File: src/array_list_table_engine_macros.svh
// Assertion macros shared by the ordered list engine RTL.
// Needs a clock named clock and a synchronous reset named reset in scope.
`ifndef ARRAY_LIST_TABLE_ENGINE_MACROS_SVH
`define ARRAY_LIST_TABLE_ENGINE_MACROS_SVH

// Property that must hold at every clock edge outside reset.
`define ALTE_ASSERT_ALWAYS(lbl, expr, msg) \
   lbl: assert property (@(posedge clock) disable iff (reset) (expr)) else $error(msg);

// Same-cycle implication.
`define ALTE_ASSERT_IMPLY(lbl, ante, cons, msg) \
   lbl: assert property (@(posedge clock) disable iff (reset) (ante) |-> (cons)) else $error(msg);

// Next-cycle implication.
`define ALTE_ASSERT_NEXT(lbl, ante, cons, msg) \
   lbl: assert property (@(posedge clock) disable iff (reset) (ante) |=> (cons)) else $error(msg);

`endif

File: src/alte_pkg.sv
// Package of the ordered list engine: sizes, codes, item types and helpers.
// Used by alte_front, alte_back and array_list_table_engine.
`default_nettype none

package alte_pkg;

   localparam int unsigned DEPTH       = 64;
   localparam int unsigned IDX_W       = $clog2(DEPTH);
   localparam int unsigned CNT_W       = $clog2(DEPTH + 1);
   localparam int unsigned OUT_LIMIT   = 64;
   localparam int unsigned QUEUE_DEPTH = 2;
   localparam int unsigned Q_PTR_W     = $clog2(QUEUE_DEPTH);
   localparam int unsigned Q_CNT_W     = $clog2(QUEUE_DEPTH + 1);

   localparam int unsigned CMD_W  = 3;
   localparam int unsigned VAL_W  = 16;
   localparam int unsigned POS_W  = 6;
   localparam int unsigned STAT_W = 3;
   localparam int unsigned RCNT_W = 7;
   localparam int unsigned CMP_W  = CNT_W + POS_W;

   localparam logic [CNT_W-1:0] FULL_CNT  = CNT_W'(DEPTH);
   localparam logic [CNT_W-1:0] LIMIT_CNT = CNT_W'(OUT_LIMIT);

   typedef enum logic [CMD_W-1:0] {
      CMD_APPEND = 3'd0,
      CMD_SEARCH = 3'd1,
      CMD_DELETE = 3'd2,
      CMD_INSERT = 3'd3,
      CMD_SORT   = 3'd4,
      CMD_DUMP   = 3'd5
   } cmd_type;

   typedef enum logic [2:0] {
      OP_APPEND,
      OP_SEARCH,
      OP_DELETE,
      OP_INSERT,
      OP_SORT,
      OP_DUMP,
      OP_NOP
   } op_type;

   typedef enum logic [STAT_W-1:0] {
      STAT_DONE      = 3'd0,
      STAT_FULL      = 3'd1,
      STAT_NOT_FOUND = 3'd2,
      STAT_EMPTY     = 3'd3,
      STAT_BAD_POS   = 3'd4,
      STAT_ENTRY     = 3'd5
   } status_type;

   typedef enum logic [2:0] {
      S_IDLE,
      S_SCAN,
      S_FLUSH,
      S_SHIFT,
      S_SORT
   } state_type;

   typedef struct packed {
      op_type            op;
      logic [VAL_W-1:0]  value;
      logic [POS_W-1:0]  position;
   } item_type;

   typedef struct packed {
      logic     valid;
      item_type item;
   } queue_head_type;

   // Reported positions keep their low six bits.
   function automatic logic [POS_W-1:0] rpt_pos(input logic [CNT_W-1:0] p);
      logic [CNT_W+POS_W-1:0] w;
      w = {{POS_W{1'b0}}, p};
      return w[POS_W-1:0];
   endfunction

   // Reported counts keep their low seven bits.
   function automatic logic [RCNT_W-1:0] rpt_count(input logic [CNT_W-1:0] c);
      logic [CNT_W+RCNT_W-1:0] w;
      w = {{RCNT_W{1'b0}}, c};
      return w[RCNT_W-1:0];
   endfunction

endpackage

`default_nettype wire

File: src/array_list_table_engine.sv
// Ordered list engine: a two-item command queue feeds one sequencer that owns the list memory.
// One item runs in the sequencer at a time.
// Reset clears the count, the queue and the sequencer; list entries hold until written.
// Results cannot be stalled: each one shows for a single cycle with rsp_valid high.
`default_nettype none

module array_list_table_engine import alte_pkg::*; (
   input  logic                 clock,
   input  logic                 reset,
   input  logic                 start,
   output logic                 busy,
   input  logic [CMD_W-1:0]     req_command,
   input  logic [VAL_W-1:0]     req_value,
   input  logic [POS_W-1:0]     req_position,
   output logic                 rsp_valid,
   output logic [STAT_W-1:0]    rsp_status,
   output logic [POS_W-1:0]     rsp_entry_position,
   output logic [VAL_W-1:0]     rsp_entry_value,
   output logic [RCNT_W-1:0]    rsp_list_count,
   output logic                 rsp_last
);

   // The head of the queue as seen by the sequencer, and its pop request.
   queue_head_type head;
   logic           pop;

   // The front end takes an item whenever its queue has room, so a new item
   // can wait while the sequencer is still walking the list for the previous one.
   // busy rises only when both queue slots are occupied.
   alte_front u_front (
      .clock        (clock),
      .reset        (reset),
      .start        (start),
      .req_command  (req_command),
      .req_value    (req_value),
      .req_position (req_position),
      .pop          (pop),
      .busy         (busy),
      .head         (head)
   );

   // The back end pops one item when it is idle and runs it to completion.
   // Every memory walk reads one entry per cycle; shifts write the entry read
   // on the previous cycle, and sort keeps the running minimum in a register.
   // All results leave through a registered output stage.
   alte_back u_back (
      .clock              (clock),
      .reset              (reset),
      .head               (head),
      .pop                (pop),
      .rsp_valid          (rsp_valid),
      .rsp_status         (rsp_status),
      .rsp_entry_position (rsp_entry_position),
      .rsp_entry_value    (rsp_entry_value),
      .rsp_list_count     (rsp_list_count),
      .rsp_last           (rsp_last)
   );

endmodule

`default_nettype wire

File: src/alte_front.sv
// Front end of the ordered list engine: decodes commands and queues items.
// Depends on alte_pkg and array_list_table_engine_macros.svh.
`default_nettype none
`include "array_list_table_engine_macros.svh"

module alte_front import alte_pkg::*; (
   input  logic                 clock,
   input  logic                 reset,
   input  logic                 start,
   input  logic [CMD_W-1:0]     req_command,
   input  logic [VAL_W-1:0]     req_value,
   input  logic [POS_W-1:0]     req_position,
   input  logic                 pop,
   output logic                 busy,
   output queue_head_type       head
);

   item_type             slot_ff [QUEUE_DEPTH];
   item_type             item_in;
   logic [Q_PTR_W-1:0]   wr_ptr_ff, wr_ptr_in;
   logic [Q_PTR_W-1:0]   rd_ptr_ff, rd_ptr_in;
   logic [Q_CNT_W-1:0]   cnt_ff, cnt_in;
   logic                 push;

   // Classify the command; codes without a meaning become a no-op.
   always_comb begin
      item_in.value    = req_value;
      item_in.position = req_position;
      case (cmd_type'(req_command))
         CMD_APPEND: item_in.op = OP_APPEND;
         CMD_SEARCH: item_in.op = OP_SEARCH;
         CMD_DELETE: item_in.op = OP_DELETE;
         CMD_INSERT: item_in.op = OP_INSERT;
         CMD_SORT:   item_in.op = OP_SORT;
         CMD_DUMP:   item_in.op = OP_DUMP;
         default:    item_in.op = OP_NOP;
      endcase
   end

   assign busy = (cnt_ff == Q_CNT_W'(QUEUE_DEPTH));
   assign push = start && !busy;

   always_comb begin
      wr_ptr_in = push ? wr_ptr_ff + 1'b1 : wr_ptr_ff;
      rd_ptr_in = pop ? rd_ptr_ff + 1'b1 : rd_ptr_ff;
      case ({push, pop})
         2'b10:   cnt_in = cnt_ff + 1'b1;
         2'b01:   cnt_in = cnt_ff - 1'b1;
         default: cnt_in = cnt_ff;
      endcase
   end

   always_ff @(posedge clock) begin
      if (reset) begin
         wr_ptr_ff <= '0;
         rd_ptr_ff <= '0;
         cnt_ff    <= '0;
      end else begin
         wr_ptr_ff <= wr_ptr_in;
         rd_ptr_ff <= rd_ptr_in;
         cnt_ff    <= cnt_in;
      end
   end

   always_ff @(posedge clock) begin
      if (push) begin
         slot_ff[wr_ptr_ff] <= item_in;
      end
   end

   assign head.valid = (cnt_ff != '0);
   assign head.item  = slot_ff[rd_ptr_ff];

   `ALTE_ASSERT_ALWAYS(a_queue_bound, cnt_ff <= Q_CNT_W'(QUEUE_DEPTH), "queue overfilled")
   `ALTE_ASSERT_IMPLY(a_pop_has_item, pop, head.valid, "pop from empty queue")
   `ALTE_ASSERT_NEXT(a_push_grows, push && !pop, cnt_ff == $past(cnt_ff) + 1'b1, "push lost")

endmodule

`default_nettype wire

File: src/alte_back.sv
// Back end of the ordered list engine: list memory, count and command sequencer.
// Depends on alte_pkg and array_list_table_engine_macros.svh.
`default_nettype none
`include "array_list_table_engine_macros.svh"

module alte_back import alte_pkg::*; (
   input  logic                 clock,
   input  logic                 reset,
   input  queue_head_type       head,
   output logic                 pop,
   output logic                 rsp_valid,
   output logic [STAT_W-1:0]    rsp_status,
   output logic [POS_W-1:0]     rsp_entry_position,
   output logic [VAL_W-1:0]     rsp_entry_value,
   output logic [RCNT_W-1:0]    rsp_list_count,
   output logic                 rsp_last
);

   logic [VAL_W-1:0]  entries_mem [DEPTH];
   logic [VAL_W-1:0]  rd_data_ff;
   logic              rd_en, wr_en;
   logic [IDX_W-1:0]  rd_addr, wr_addr;
   logic [VAL_W-1:0]  wr_data;

   state_type         state_ff, state_in;
   op_type            op_ff, op_in;
   logic [VAL_W-1:0]  val_ff, val_in;
   logic [CNT_W-1:0]  pos_ff, pos_in;
   logic [CNT_W-1:0]  count_ff, count_in;
   logic [CNT_W-1:0]  idx_ff, idx_in;
   logic [CNT_W-1:0]  end_ff, end_in;
   logic              pend_ff, pend_in;
   logic [CNT_W-1:0]  pidx_ff, pidx_in;
   logic              hold_ff, hold_in;
   logic [CNT_W-1:0]  hidx_ff, hidx_in;
   logic [CNT_W-1:0]  mcnt_ff, mcnt_in;
   logic [VAL_W-1:0]  cur_ff, cur_in;
   logic [CNT_W-1:0]  outer_ff, outer_in;

   logic              rsp_valid_ff, rsp_valid_in;
   status_type        rsp_status_ff, rsp_status_in;
   logic [POS_W-1:0]  rsp_pos_ff, rsp_pos_in;
   logic [VAL_W-1:0]  rsp_val_ff, rsp_val_in;
   logic [RCNT_W-1:0] rsp_count_ff, rsp_count_in;
   logic              rsp_last_ff, rsp_last_in;

   logic              do_emit, e_last;
   status_type        e_status;
   logic [CNT_W-1:0]  e_pos;
   logic [VAL_W-1:0]  e_val;

   logic [CMP_W-1:0]  req_pos_wide, count_wide;
   logic [CNT_W-1:0]  idx_dn, pidx_dn, pidx_up, outer_nx;

   assign req_pos_wide = {{CNT_W{1'b0}}, head.item.position};
   assign count_wide   = {{POS_W{1'b0}}, count_ff};
   assign idx_dn       = idx_ff - CNT_W'(1);
   assign pidx_dn      = pidx_ff - CNT_W'(1);
   assign pidx_up      = pidx_ff + CNT_W'(1);
   assign outer_nx     = outer_ff + CNT_W'(1);

   always_comb begin
      state_in = state_ff;
      op_in    = op_ff;
      val_in   = val_ff;
      pos_in   = pos_ff;
      count_in = count_ff;
      idx_in   = idx_ff;
      end_in   = end_ff;
      pend_in  = 1'b0;
      pidx_in  = pidx_ff;
      hold_in  = hold_ff;
      hidx_in  = hidx_ff;
      mcnt_in  = mcnt_ff;
      cur_in   = cur_ff;
      outer_in = outer_ff;
      pop      = 1'b0;
      rd_en    = 1'b0;
      rd_addr  = idx_ff[IDX_W-1:0];
      wr_en    = 1'b0;
      wr_addr  = count_ff[IDX_W-1:0];
      wr_data  = head.item.value;
      do_emit  = 1'b0;
      e_status = STAT_DONE;
      e_pos    = '0;
      e_val    = '0;
      e_last   = 1'b1;

      case (state_ff)
         S_IDLE: begin
            if (head.valid) begin
               pop    = 1'b1;
               op_in  = head.item.op;
               val_in = head.item.value;
               case (head.item.op)
                  OP_APPEND: begin
                     do_emit = 1'b1;
                     if (count_ff == FULL_CNT) begin
                        e_status = STAT_FULL;
                     end else begin
                        wr_en    = 1'b1;
                        count_in = count_ff + CNT_W'(1);
                     end
                  end
                  OP_SEARCH, OP_DUMP: begin
                     if (count_ff == '0) begin
                        do_emit  = 1'b1;
                        e_status = STAT_EMPTY;
                     end else begin
                        state_in = S_SCAN;
                        idx_in   = '0;
                        hold_in  = 1'b0;
                        mcnt_in  = '0;
                        end_in   = (head.item.op == OP_DUMP && int'(count_ff) > OUT_LIMIT)
                                   ? LIMIT_CNT : count_ff;
                     end
                  end
                  OP_DELETE: begin
                     if (req_pos_wide >= count_wide) begin
                        do_emit  = 1'b1;
                        e_status = STAT_BAD_POS;
                     end else begin
                        state_in = S_SHIFT;
                        pos_in   = req_pos_wide[CNT_W-1:0];
                        idx_in   = req_pos_wide[CNT_W-1:0] + CNT_W'(1);
                        end_in   = count_ff;
                     end
                  end
                  OP_INSERT: begin
                     if (count_ff == FULL_CNT) begin
                        do_emit  = 1'b1;
                        e_status = STAT_FULL;
                     end else if (req_pos_wide > count_wide) begin
                        do_emit  = 1'b1;
                        e_status = STAT_BAD_POS;
                     end else begin
                        state_in = S_SHIFT;
                        pos_in   = req_pos_wide[CNT_W-1:0];
                        idx_in   = count_ff;
                     end
                  end
                  OP_SORT: begin
                     if (count_ff <= CNT_W'(1)) begin
                        do_emit = 1'b1;
                     end else begin
                        state_in = S_SORT;
                        outer_in = '0;
                        idx_in   = '0;
                        end_in   = count_ff;
                     end
                  end
                  default: begin
                     do_emit = 1'b1;
                  end
               endcase
            end
         end

         S_SCAN: begin
            if (idx_ff != end_ff) begin
               rd_en   = 1'b1;
               pend_in = 1'b1;
               pidx_in = idx_ff;
               idx_in  = idx_ff + CNT_W'(1);
            end
            if (pend_ff) begin
               if (op_ff == OP_DUMP) begin
                  do_emit  = 1'b1;
                  e_status = STAT_ENTRY;
                  e_pos    = pidx_ff;
                  e_val    = rd_data_ff;
                  e_last   = (pidx_up == end_ff);
                  if (pidx_up == end_ff) begin
                     state_in = S_IDLE;
                  end
               end else if (rd_data_ff == val_ff) begin
                  mcnt_in = mcnt_ff + CNT_W'(1);
                  hold_in = 1'b1;
                  hidx_in = pidx_ff;
                  if (hold_ff) begin
                     do_emit  = 1'b1;
                     e_status = STAT_ENTRY;
                     e_pos    = hidx_ff;
                     e_val    = val_ff;
                     e_last   = 1'b0;
                  end
                  if (int'(mcnt_ff) + 1 == OUT_LIMIT) begin
                     state_in = S_FLUSH;
                  end
               end
            end else if (idx_ff == end_ff) begin
               state_in = S_FLUSH;
            end
         end

         S_FLUSH: begin
            do_emit  = 1'b1;
            state_in = S_IDLE;
            hold_in  = 1'b0;
            if (hold_ff) begin
               e_status = STAT_ENTRY;
               e_pos    = hidx_ff;
               e_val    = val_ff;
            end else begin
               e_status = STAT_NOT_FOUND;
            end
         end

         S_SHIFT: begin
            if (op_ff == OP_DELETE) begin
               if (idx_ff != end_ff) begin
                  rd_en   = 1'b1;
                  pend_in = 1'b1;
                  pidx_in = idx_ff;
                  idx_in  = idx_ff + CNT_W'(1);
               end
               if (pend_ff) begin
                  wr_en   = 1'b1;
                  wr_addr = pidx_dn[IDX_W-1:0];
                  wr_data = rd_data_ff;
               end else if (idx_ff == end_ff) begin
                  count_in = count_ff - CNT_W'(1);
                  do_emit  = 1'b1;
                  state_in = S_IDLE;
               end
            end else begin
               if (idx_ff != pos_ff) begin
                  rd_en   = 1'b1;
                  rd_addr = idx_dn[IDX_W-1:0];
                  pend_in = 1'b1;
                  pidx_in = idx_dn;
                  idx_in  = idx_dn;
               end
               if (pend_ff) begin
                  wr_en   = 1'b1;
                  wr_addr = pidx_up[IDX_W-1:0];
                  wr_data = rd_data_ff;
               end else if (idx_ff == pos_ff) begin
                  wr_en    = 1'b1;
                  wr_addr  = pos_ff[IDX_W-1:0];
                  wr_data  = val_ff;
                  count_in = count_ff + CNT_W'(1);
                  do_emit  = 1'b1;
                  state_in = S_IDLE;
               end
            end
         end

         S_SORT: begin
            if (idx_ff != end_ff) begin
               rd_en   = 1'b1;
               pend_in = 1'b1;
               pidx_in = idx_ff;
               idx_in  = idx_ff + CNT_W'(1);
            end
            if (pend_ff) begin
               if (pidx_ff == outer_ff) begin
                  cur_in = rd_data_ff;
               end else if (cur_ff > rd_data_ff) begin
                  wr_en   = 1'b1;
                  wr_addr = pidx_ff[IDX_W-1:0];
                  wr_data = cur_ff;
                  cur_in  = rd_data_ff;
               end
            end else if (idx_ff == end_ff) begin
               wr_en    = 1'b1;
               wr_addr  = outer_ff[IDX_W-1:0];
               wr_data  = cur_ff;
               outer_in = outer_nx;
               idx_in   = outer_nx;
               if (outer_nx + CNT_W'(1) >= count_ff) begin
                  do_emit  = 1'b1;
                  state_in = S_IDLE;
               end
            end
         end

         default: begin
            state_in = S_IDLE;
         end
      endcase

      rsp_valid_in = do_emit;
      rsp_status_in = e_status;
      rsp_pos_in   = rpt_pos(e_pos);
      rsp_val_in   = e_val;
      rsp_count_in = rpt_count(count_in);
      rsp_last_in  = e_last;
   end

   always_ff @(posedge clock) begin
      if (reset) begin
         state_ff     <= S_IDLE;
         count_ff     <= '0;
         pend_ff      <= 1'b0;
         hold_ff      <= 1'b0;
         rsp_valid_ff <= 1'b0;
      end else begin
         state_ff     <= state_in;
         count_ff     <= count_in;
         pend_ff      <= pend_in;
         hold_ff      <= hold_in;
         rsp_valid_ff <= rsp_valid_in;
      end
   end

   always_ff @(posedge clock) begin
      op_ff         <= op_in;
      val_ff        <= val_in;
      pos_ff        <= pos_in;
      idx_ff        <= idx_in;
      end_ff        <= end_in;
      pidx_ff       <= pidx_in;
      hidx_ff       <= hidx_in;
      mcnt_ff       <= mcnt_in;
      cur_ff        <= cur_in;
      outer_ff      <= outer_in;
      rsp_status_ff <= rsp_status_in;
      rsp_pos_ff    <= rsp_pos_in;
      rsp_val_ff    <= rsp_val_in;
      rsp_count_ff  <= rsp_count_in;
      rsp_last_ff   <= rsp_last_in;
   end

   // List storage: one write and one registered read per cycle.
   always_ff @(posedge clock) begin
      if (wr_en) begin
         entries_mem[wr_addr] <= wr_data;
      end
      if (rd_en) begin
         rd_data_ff <= entries_mem[rd_addr];
      end
   end

   assign rsp_valid          = rsp_valid_ff;
   assign rsp_status         = rsp_status_ff;
   assign rsp_entry_position = rsp_pos_ff;
   assign rsp_entry_value    = rsp_val_ff;
   assign rsp_list_count     = rsp_count_ff;
   assign rsp_last           = rsp_last_ff;

   `ALTE_ASSERT_ALWAYS(a_count_bound, count_ff <= FULL_CNT, "entry count exceeds depth")
   `ALTE_ASSERT_IMPLY(a_idle_no_read, state_ff == S_IDLE, !pend_ff, "read in flight while idle")
   `ALTE_ASSERT_IMPLY(a_scan_no_write, state_ff == S_SCAN || state_ff == S_FLUSH, !wr_en, "write during scan")

endmodule

`default_nettype wire
File: config.mk
export PLATFORM = sky130hd
export DESIGN_NAME = array_list_table_engine
export DESIGN_NICKNAME = d
export VERILOG_FILES = /design/src/alte_pkg.sv /design/src/array_list_table_engine.sv /design/src/alte_front.sv /design/src/alte_back.sv
export VERILOG_INCLUDE_DIRS = /design/src /design/src/src
export SDC_FILE = /design/constraint.sdc
export NUM_CORES = 2
export LEC_CHECK = 0
export CAP_MARGIN = 10
export CORE_UTILIZATION = 35
export CTS_CLUSTER_SIZE = 30
export DETAILED_ROUTE_END_ITERATION = 8
export DONT_BUFFER_PORTS = 1
export GPL_TIMING_DRIVEN = 0
export HOLD_SLACK_MARGIN = 0.1
export PLACE_DENSITY_LB_ADDON = 0.12
export SLEW_MARGIN = 20
export SYNTH_ARGS = -nofsm -noshare
export SYNTH_HDL_FRONTEND = slang
export SYNTH_SLANG_ARGS = --single-unit
File: constraint.sdc
create_clock -name clock -period 7.4 [get_ports clock]
set_clock_uncertainty 0.05 [all_clocks]
set_input_delay 0.74 -clock clock [delete_from_list [all_inputs] [get_ports clock]]
set_output_delay 0.74 -clock clock [all_outputs]
set_load 0.05 [all_outputs]
=== Word level (Yosys, flattened, before mapping) ===
Memory sizes are Yosys's and may differ from the RTL's. A register that Yosys moved wholly into a read port is not among the register bits.
Index checks and enable logic that the tools add are counted.

* Register bits: 133
* Bits in writable memories: 1074
* Bits of input ports: 28
* Word-level logic and storage cells: 303
* Memories kept: 2

* $add $sub $neg: 15
* Order comparisons: 6
* Multiplexer cells: 167
* Bitwise operators: 1
* Eq/ne operators: 58
* Reduce and logical (&&, ||, !) cells: 31

{| class="wikitable"
|+ Memory list
! memory !! depth !! bits a word !! read ports !! clocked after Yosys merged registers in !! wr ports !! line !! source
|-
| u_back.entries_mem || 64 || 16 || 1 || 1 || 1 || alte_back.sv:19 || <nowiki>logic [VAL_W-1:0] entries_mem [DEPTH];</nowiki>
|-
| u_front.slot_ff || 2 || 25 || 1 || 1 || 1 || alte_front.sv:18 || <nowiki>item_type slot_ff [QUEUE_DEPTH];</nowiki>
|}

{| class="wikitable"
|+ Operators by type and width
! cell !! count
|-
| two-way mux 7 bit || 37
|-
| two-way mux 16 bit || 14
|-
| two-way mux 6 bit || 15
|-
| two-way mux 3 bit || 29
|-
| case mux 7 bit (2 select lines) || 5
|-
| case mux 16 bit (2 select lines) || 2
|-
| case mux 7 bit (4 select lines) || 2
|-
| two-way mux 1 bit || 48
|-
| adder 7 x 1 -> 7 bit, second input constant || 6
|-
| case mux 3 bit (4 select lines) || 3
|-
| equality test 32 x 7 -> 1 bit, second input constant || 1
|-
| equality test 7 bit || 4
|-
| != test 2 bit, second input constant || 13
|-
| case mux 6 bit (2 select lines) || 2
|-
| equality test 3 x 2 -> 1 bit, second input constant || 7
|-
| case mux 7 bit (3 select lines) || 1
|-
| equality test 3 bit, second input constant || 6
|-
| case mux 3 bit (6 select lines) || 1
|-
| AND reduction 6 bit || 3
|-
| AND reduction 17 bit || 1
|-
| equality test 16 bit || 1
|-
| greater-than comparator 16 bit || 1
|-
| != test 3 bit, second input constant || 5
|-
| != test 7 bit || 2
|-
| other kinds (42) || 69
|}

=== Longest topological paths before layout ===
* Depth after elaboration: 7
* Gate-level depth with buffers: 17
* Depth with buffers taken out: 12

=== Modules after synthesis ===
Synthesis repeated with hierarchy kept, for this count alone.

* Cell total of the unflattened synthesis: 3862
* Area, all modules: 52083.7 sq um

{| class="wikitable"
|+ By module, submodules not included
! module !! area an instance (sq um) !! seq. area each (sq um) !! cells each !! instances
|-
| alte_back || 50051.8 || 34613.2 || 3756 || 1
|-
| alte_front || 2031.9 || 1601.5 || 106 || 1
|}

=== Worst setup path before layout ===
No wires, ideal clock.

* Kind: register to register
* Start: reg u_back.rd_data_ff[13] (read register of u_back.entries_mem)
* End: mem u_back.entries_mem[0][10], data pin
* Data required time: 6.783 ns
* Setup slack: 2.255 ns
* Library setup time: 0.567 ns
* Arrival time: 4.527 ns
* Stages on the path, launching flop included: 12
* Cell sequence: edfxtp_1 inv_1 ha_1 a21o_1 a21o_1 a211oi_1 a21oi_1 a21oi_1 buf_1 buf_2 mux2i_1 o221ai_1

* Word-level cells in the longest chain between the ends: 5

{| class="wikitable"
|+ Ends and longest elaborated chain
! what !! line !! source
|-
| from (decl) || alte_back.sv:20 || <nowiki>logic [VAL_W-1:0] rd_data_ff;</nowiki>
|-
| greater-than comparator 16 bit || alte_back.sv:259 || <nowiki>end else if (cur_ff > rd_data_ff) begin</nowiki>
|-
| two-way mux 16 bit || alte_back.sv:259 ||
|-
| two-way mux 16 bit || alte_back.sv:257 || <nowiki>if (pidx_ff == outer_ff) begin</nowiki>
|-
| two-way mux 16 bit || alte_back.sv:256 || <nowiki>if (pend_ff) begin</nowiki>
|-
| case mux 16 bit (2 select lines) || alte_back.sv:89 || <nowiki>case (state_ff)</nowiki>
|-
| via u_back.wr_data[10] || alte_back.sv:23 || <nowiki>logic [VAL_W-1:0] wr_data;</nowiki>
|-
| to (decl) || alte_back.sv:19 ||
|}

The timed path passes the listed nets, and every way through them passes these cells.

=== Final worst setup path ===
* Start: reg u_back.idx_ff[0]
* End: reg u_back.rd_data_ff[15] (read register of u_back.entries_mem), data pin

* Word-level cells in the longest chain between the ends: 4
* Elaborated cells between the ends (all ways): 10
* Classes of those cells: add/sub: 1; eq/ne: 2; mux: 7

{| class="wikitable"
|+ Ends and longest elaborated chain
! what !! line !! source
|-
| from (decl) || alte_back.sv:30 || <nowiki>logic [CNT_W-1:0] idx_ff, idx_in;</nowiki>
|-
| from (signal assigned) || alte_back.sv:311 || <nowiki>idx_ff <= idx_in;</nowiki>
|-
| subtractor 7 x 1 -> 7 bit, or another cell as far along || alte_back.sv:57 || <nowiki>assign idx_dn = idx_ff - CNT_W'(1);</nowiki>
|-
| two-way mux 6 bit, or another cell as far along || alte_back.sv:227 || <nowiki>if (idx_ff != pos_ff) begin</nowiki>
|-
| two-way mux 6 bit or two-way mux 1 bit (tied branches) || alte_back.sv:210 || <nowiki>if (op_ff == OP_DELETE) begin</nowiki>
|-
| two-way mux 6 bit or case mux 1 bit (2 select lines) (tied branches) || alte_back.sv:89 ||
|}

Parallel ways exist; a longest one is shown, timed or not.
A chain may end at the register's enable or synchronous reset.

==> results.md <==
* Status: finished clean
* Number of enable flip-flop cells after synthesis at 1172
* DR WL/cell at 30.2 um
* Placed Cells at 5780
* H-tree levels at 4
* Hold Violations, Final at 0
* Pre-antenna DRT Iters at 5
* I/O Buffers at 0
* Arr. time, crit path at 7.50 ns
* WS Path Type: reg2reg
* Crit end category: flip-flop
* Synth top area share at 66.7%
* Post-Syn Instances at 3651
* Pwr Density at 405 nW/um^2
* LEAKAGE at 19.4 nW
* Multi-input gate area in the final layout at 15800 sq um
* DRC viols at 0
* TritonCTS Buffers at 138
* Worst setup margin at 0.279 ns
* Synthesized Nets at 3720
* Commonest cells post-synth: 1172 x edfxtp_1, 286 x o221ai_1, 197 x clkbuf_1
* Slew of the pin with the lowest slew margin at 1.22 ns
* Critical Path RT at 7.78 ns
* Pre-CTS setup slack at -0.291 ns
* Peak supply drop at 0.233 mV
* Die ar. at 152000 sq um
* Final setup viols at 0
* Die Wd at 390 um
* Hold crit path type: in2reg
* Initial antenna violation count at 5
* Total global routing overflow at 0
* # IOs at 63
* Final hold slack at 0.163 ns
* Reg area at 36200 sq um
* Share of cells above drive strength 1 at 15.1%
* Final non-filler cell total at 6052
* Final HPWL DP at 133 mm
* Final GP Congestion at 0.936
* Clock buffer depth at 3
* Fillers at 13840
* Floorplan row count at 142
* Crit start category: flip-flop
* Area leader, netlist: edfxtp_1
* Most used DFF post-synth: edfxtp_1
* Ranking of synthesized cells by area: edfxtp_1 67%, o221ai_1 4.8%, o22ai_1 2.1%, mux4_2 2.1%, dfxtp_1 1.9%
* Total setup buffers inserted after CTS at 0
* RSZ-0062 raised after global routing: false
* Area Growth Syn to Fin at 18.4%
* Die Y at 390 um
* Drt via density at 5.91
* Count leader, synth: edfxtp_1
* First-pass GRT wire length at 258 mm
* WL final at 182 mm
* CTS sink count at 1223
* Cell variety after synth at 85
* Max-slew headroom at 17.8%
* Max-cap viol count at 0
* Post-route clock period utilization at 96.2%
* Worst-Skew Late Latency at 0.79 ns
* Synth warnings at 0
* CTS tree: yes
* Antenna Nets Post-Route at 0
* Syn Area/Cell at 14.4 sq um
* Worst-path fanout max at 10
* Via count at 35775
* Setup_tns at 0 ns
* Starting DRT DRC Count at 4127
* Max Freq at 140 MHz
* Ys async rst share at 0%
* Netlist area before placement at 52700 sq um
* Worst-path clk slew at 0.06 ns
* CTS root buf: clkbuf_16
* Initial Util at 35.2%
* Vias in the first global route at 34512
* Area of the core at 150000 sq um
* Synth Register Bits at 1223
* All-Layer GR Usage at 23.7%
* Max Slew Vio Count at 0
* Largest net degree at the start of global routing at 28
* Min cycle time layout at 7.12 ns
* Register area share after synthesis at 68.7%
* Post-layout net count at 3998
==> final timing paths <==
path | startpoint | to | slack, ns | cells after the start
setup / recovery | u_back.idx_ff[0] | u_back.rd_data_ff[15] | 0.28 | 14
hold / removal | reset | u_back.rsp_valid | 0.16 | 1
setup reg to reg | u_back.idx_ff[0] | u_back.rd_data_ff[15] | 0.28 | 14
hold reg to reg | u_back.hidx_ff[1] | u_back.rsp_entry_position[1] | 0.41 | 1
==> state kept, by name, indices dropped and copies added (netlist names), 2 cells and up, named ones only <==
| signal | count |
|---|---|
| u_back.count_ff | 7 |
| u_back.cur_ff | 16 |
| u_back.end_ff | 7 |
| u_back.entries_mem | 1024 |
| u_back.hidx_ff | 6 |
| u_back.idx_ff | 7 |
| u_back.mcnt_ff | 7 |
| u_back.op_ff | 3 |
| u_back.outer_ff | 7 |
| u_back.pidx_ff | 7 |
| u_back.pos_ff | 6 |
| u_back.rd_data_ff | 16 |
| u_back.rsp_entry_position | 6 |
| u_back.rsp_entry_value | 16 |
| u_back.rsp_list_count | 7 |
| u_back.rsp_status | 3 |
| u_back.state_ff | 3 |
| u_back.val_ff | 16 |
| u_front.cnt_ff | 2 |
| u_front.slot_ff | 50 |
==> per-stage QoR <==
| stage | utilization (%) | total power, mW | area, sq um |
|---|---|---|---|
| finish | 41.7 | 25.3 | 62400 |
| global route | 41.7 | 26.2 | 62400 |
| CTS | 41.7 | 25.3 | 62400 |
| detailed placement | 38.7 | 18.8 | 57900 |
| global placement | 36.9 | 18.1 | 55300 |
| floorplan | - | 14.1 | 52700 |
==> area by class of cell <==
type | count | share of cell area [%]
antenna | 2 | 0.00802
buffer | 293 | 1.95
clock buffer | 169 | 5.84
clock inverter | 76 | 0.998
inverter | 46 | 0.277
multi-input combinational | 2088 | 25.2
sequential | 1223 | 58.0
tap | 2016 | 4.04
timing repair buffer | 139 | 3.63
==> metal layers <==
| layer | vias to the layer above | wire length [um] | global-route usage [%] |
|---|---|---|---|
| met1 | 18370 | 80100 | 33.7 |
| met3 | 274 | 12800 | 3.60 |
| met4 | 0 | 6000 | 8.25 |
| met5 | - | 0 | 0 |
| met2 | 1539 | 83600 | 36.9 |
| li1 | 15592 | - | - |
==> worst max-delay path, stage by stage, from the launching register on <==
cell,delay [ns]
edfxtp_1,0.39
buf_2,0.21
inv_1,0.16
clkbuf_2,0.43
clkbuf_1,0.44
clkbuf_2,0.44
ha_1,0.19
clkbuf_1,0.50
or4_1,0.31
and2_1,0.76
clkbuf_1,0.51
o22ai_1,0.16
o311ai_0,1.04
nor3_1,0.23
nor4b_1,0.94
==> power breakdown <==
group / leakage, nW / switching [mW] / internal, mW
clock network: 2.09 / 2.80 / 3.78
logic: 6.31 / 6.59 / 3.08
registers: 11.0 / 0.258 / 8.80
total: 19.4 / 9.64 / 15.7
==> timing repair <==
| item | in CTS | in global routing |
|---|---|---|
| pin swaps | 0 | 0 |
| hold endpoints to repair | 55 | 0 |
| hold buffers | 25 | 0 |
| resized for setup | 1 | 2 |
| endpoints found under the setup margin | 8 | 4 |
==> cells by family (layout without fill, tap and decap cells) <==
logic type,after synthesis,after routing,share of synthesized area [%]
mux,173,173,4.59
fa+ha+maj,41,41,0.973
simple gates,711,711,7.01
buf+inv,340,723,2.64
xor+xnor,87,87,1.47
other cells,0,2,0
flops,1223,1223,68.7
compound gates,1076,1076,14.6
==> layout by cell type (no fill, tap or decap), types with 30 or more instances in the layout <==
cell type,n
nand2_1,82
buf_2,75
inv_1,43
o21ai_0,89
clkbuf_16,141
xnor2_1,53
ha_1,41
mux2_2,62
and3_1,41
a211oi_1,38
a21oi_1,183
buf_6,44
xor2_1,33
buf_16,45
mux4_2,49
nor3_1,135
nor2_2,30
clkbuf_1,219
nand3_1,98
dfxtp_1,51
edfxtp_1,1172
o22ai_1,180
nor2_1,133
clkinv_1,35
o221ai_1,270
o21a_1,46
mux2i_1,62
o31ai_1,38
Power figures use the tool's default switching activity.
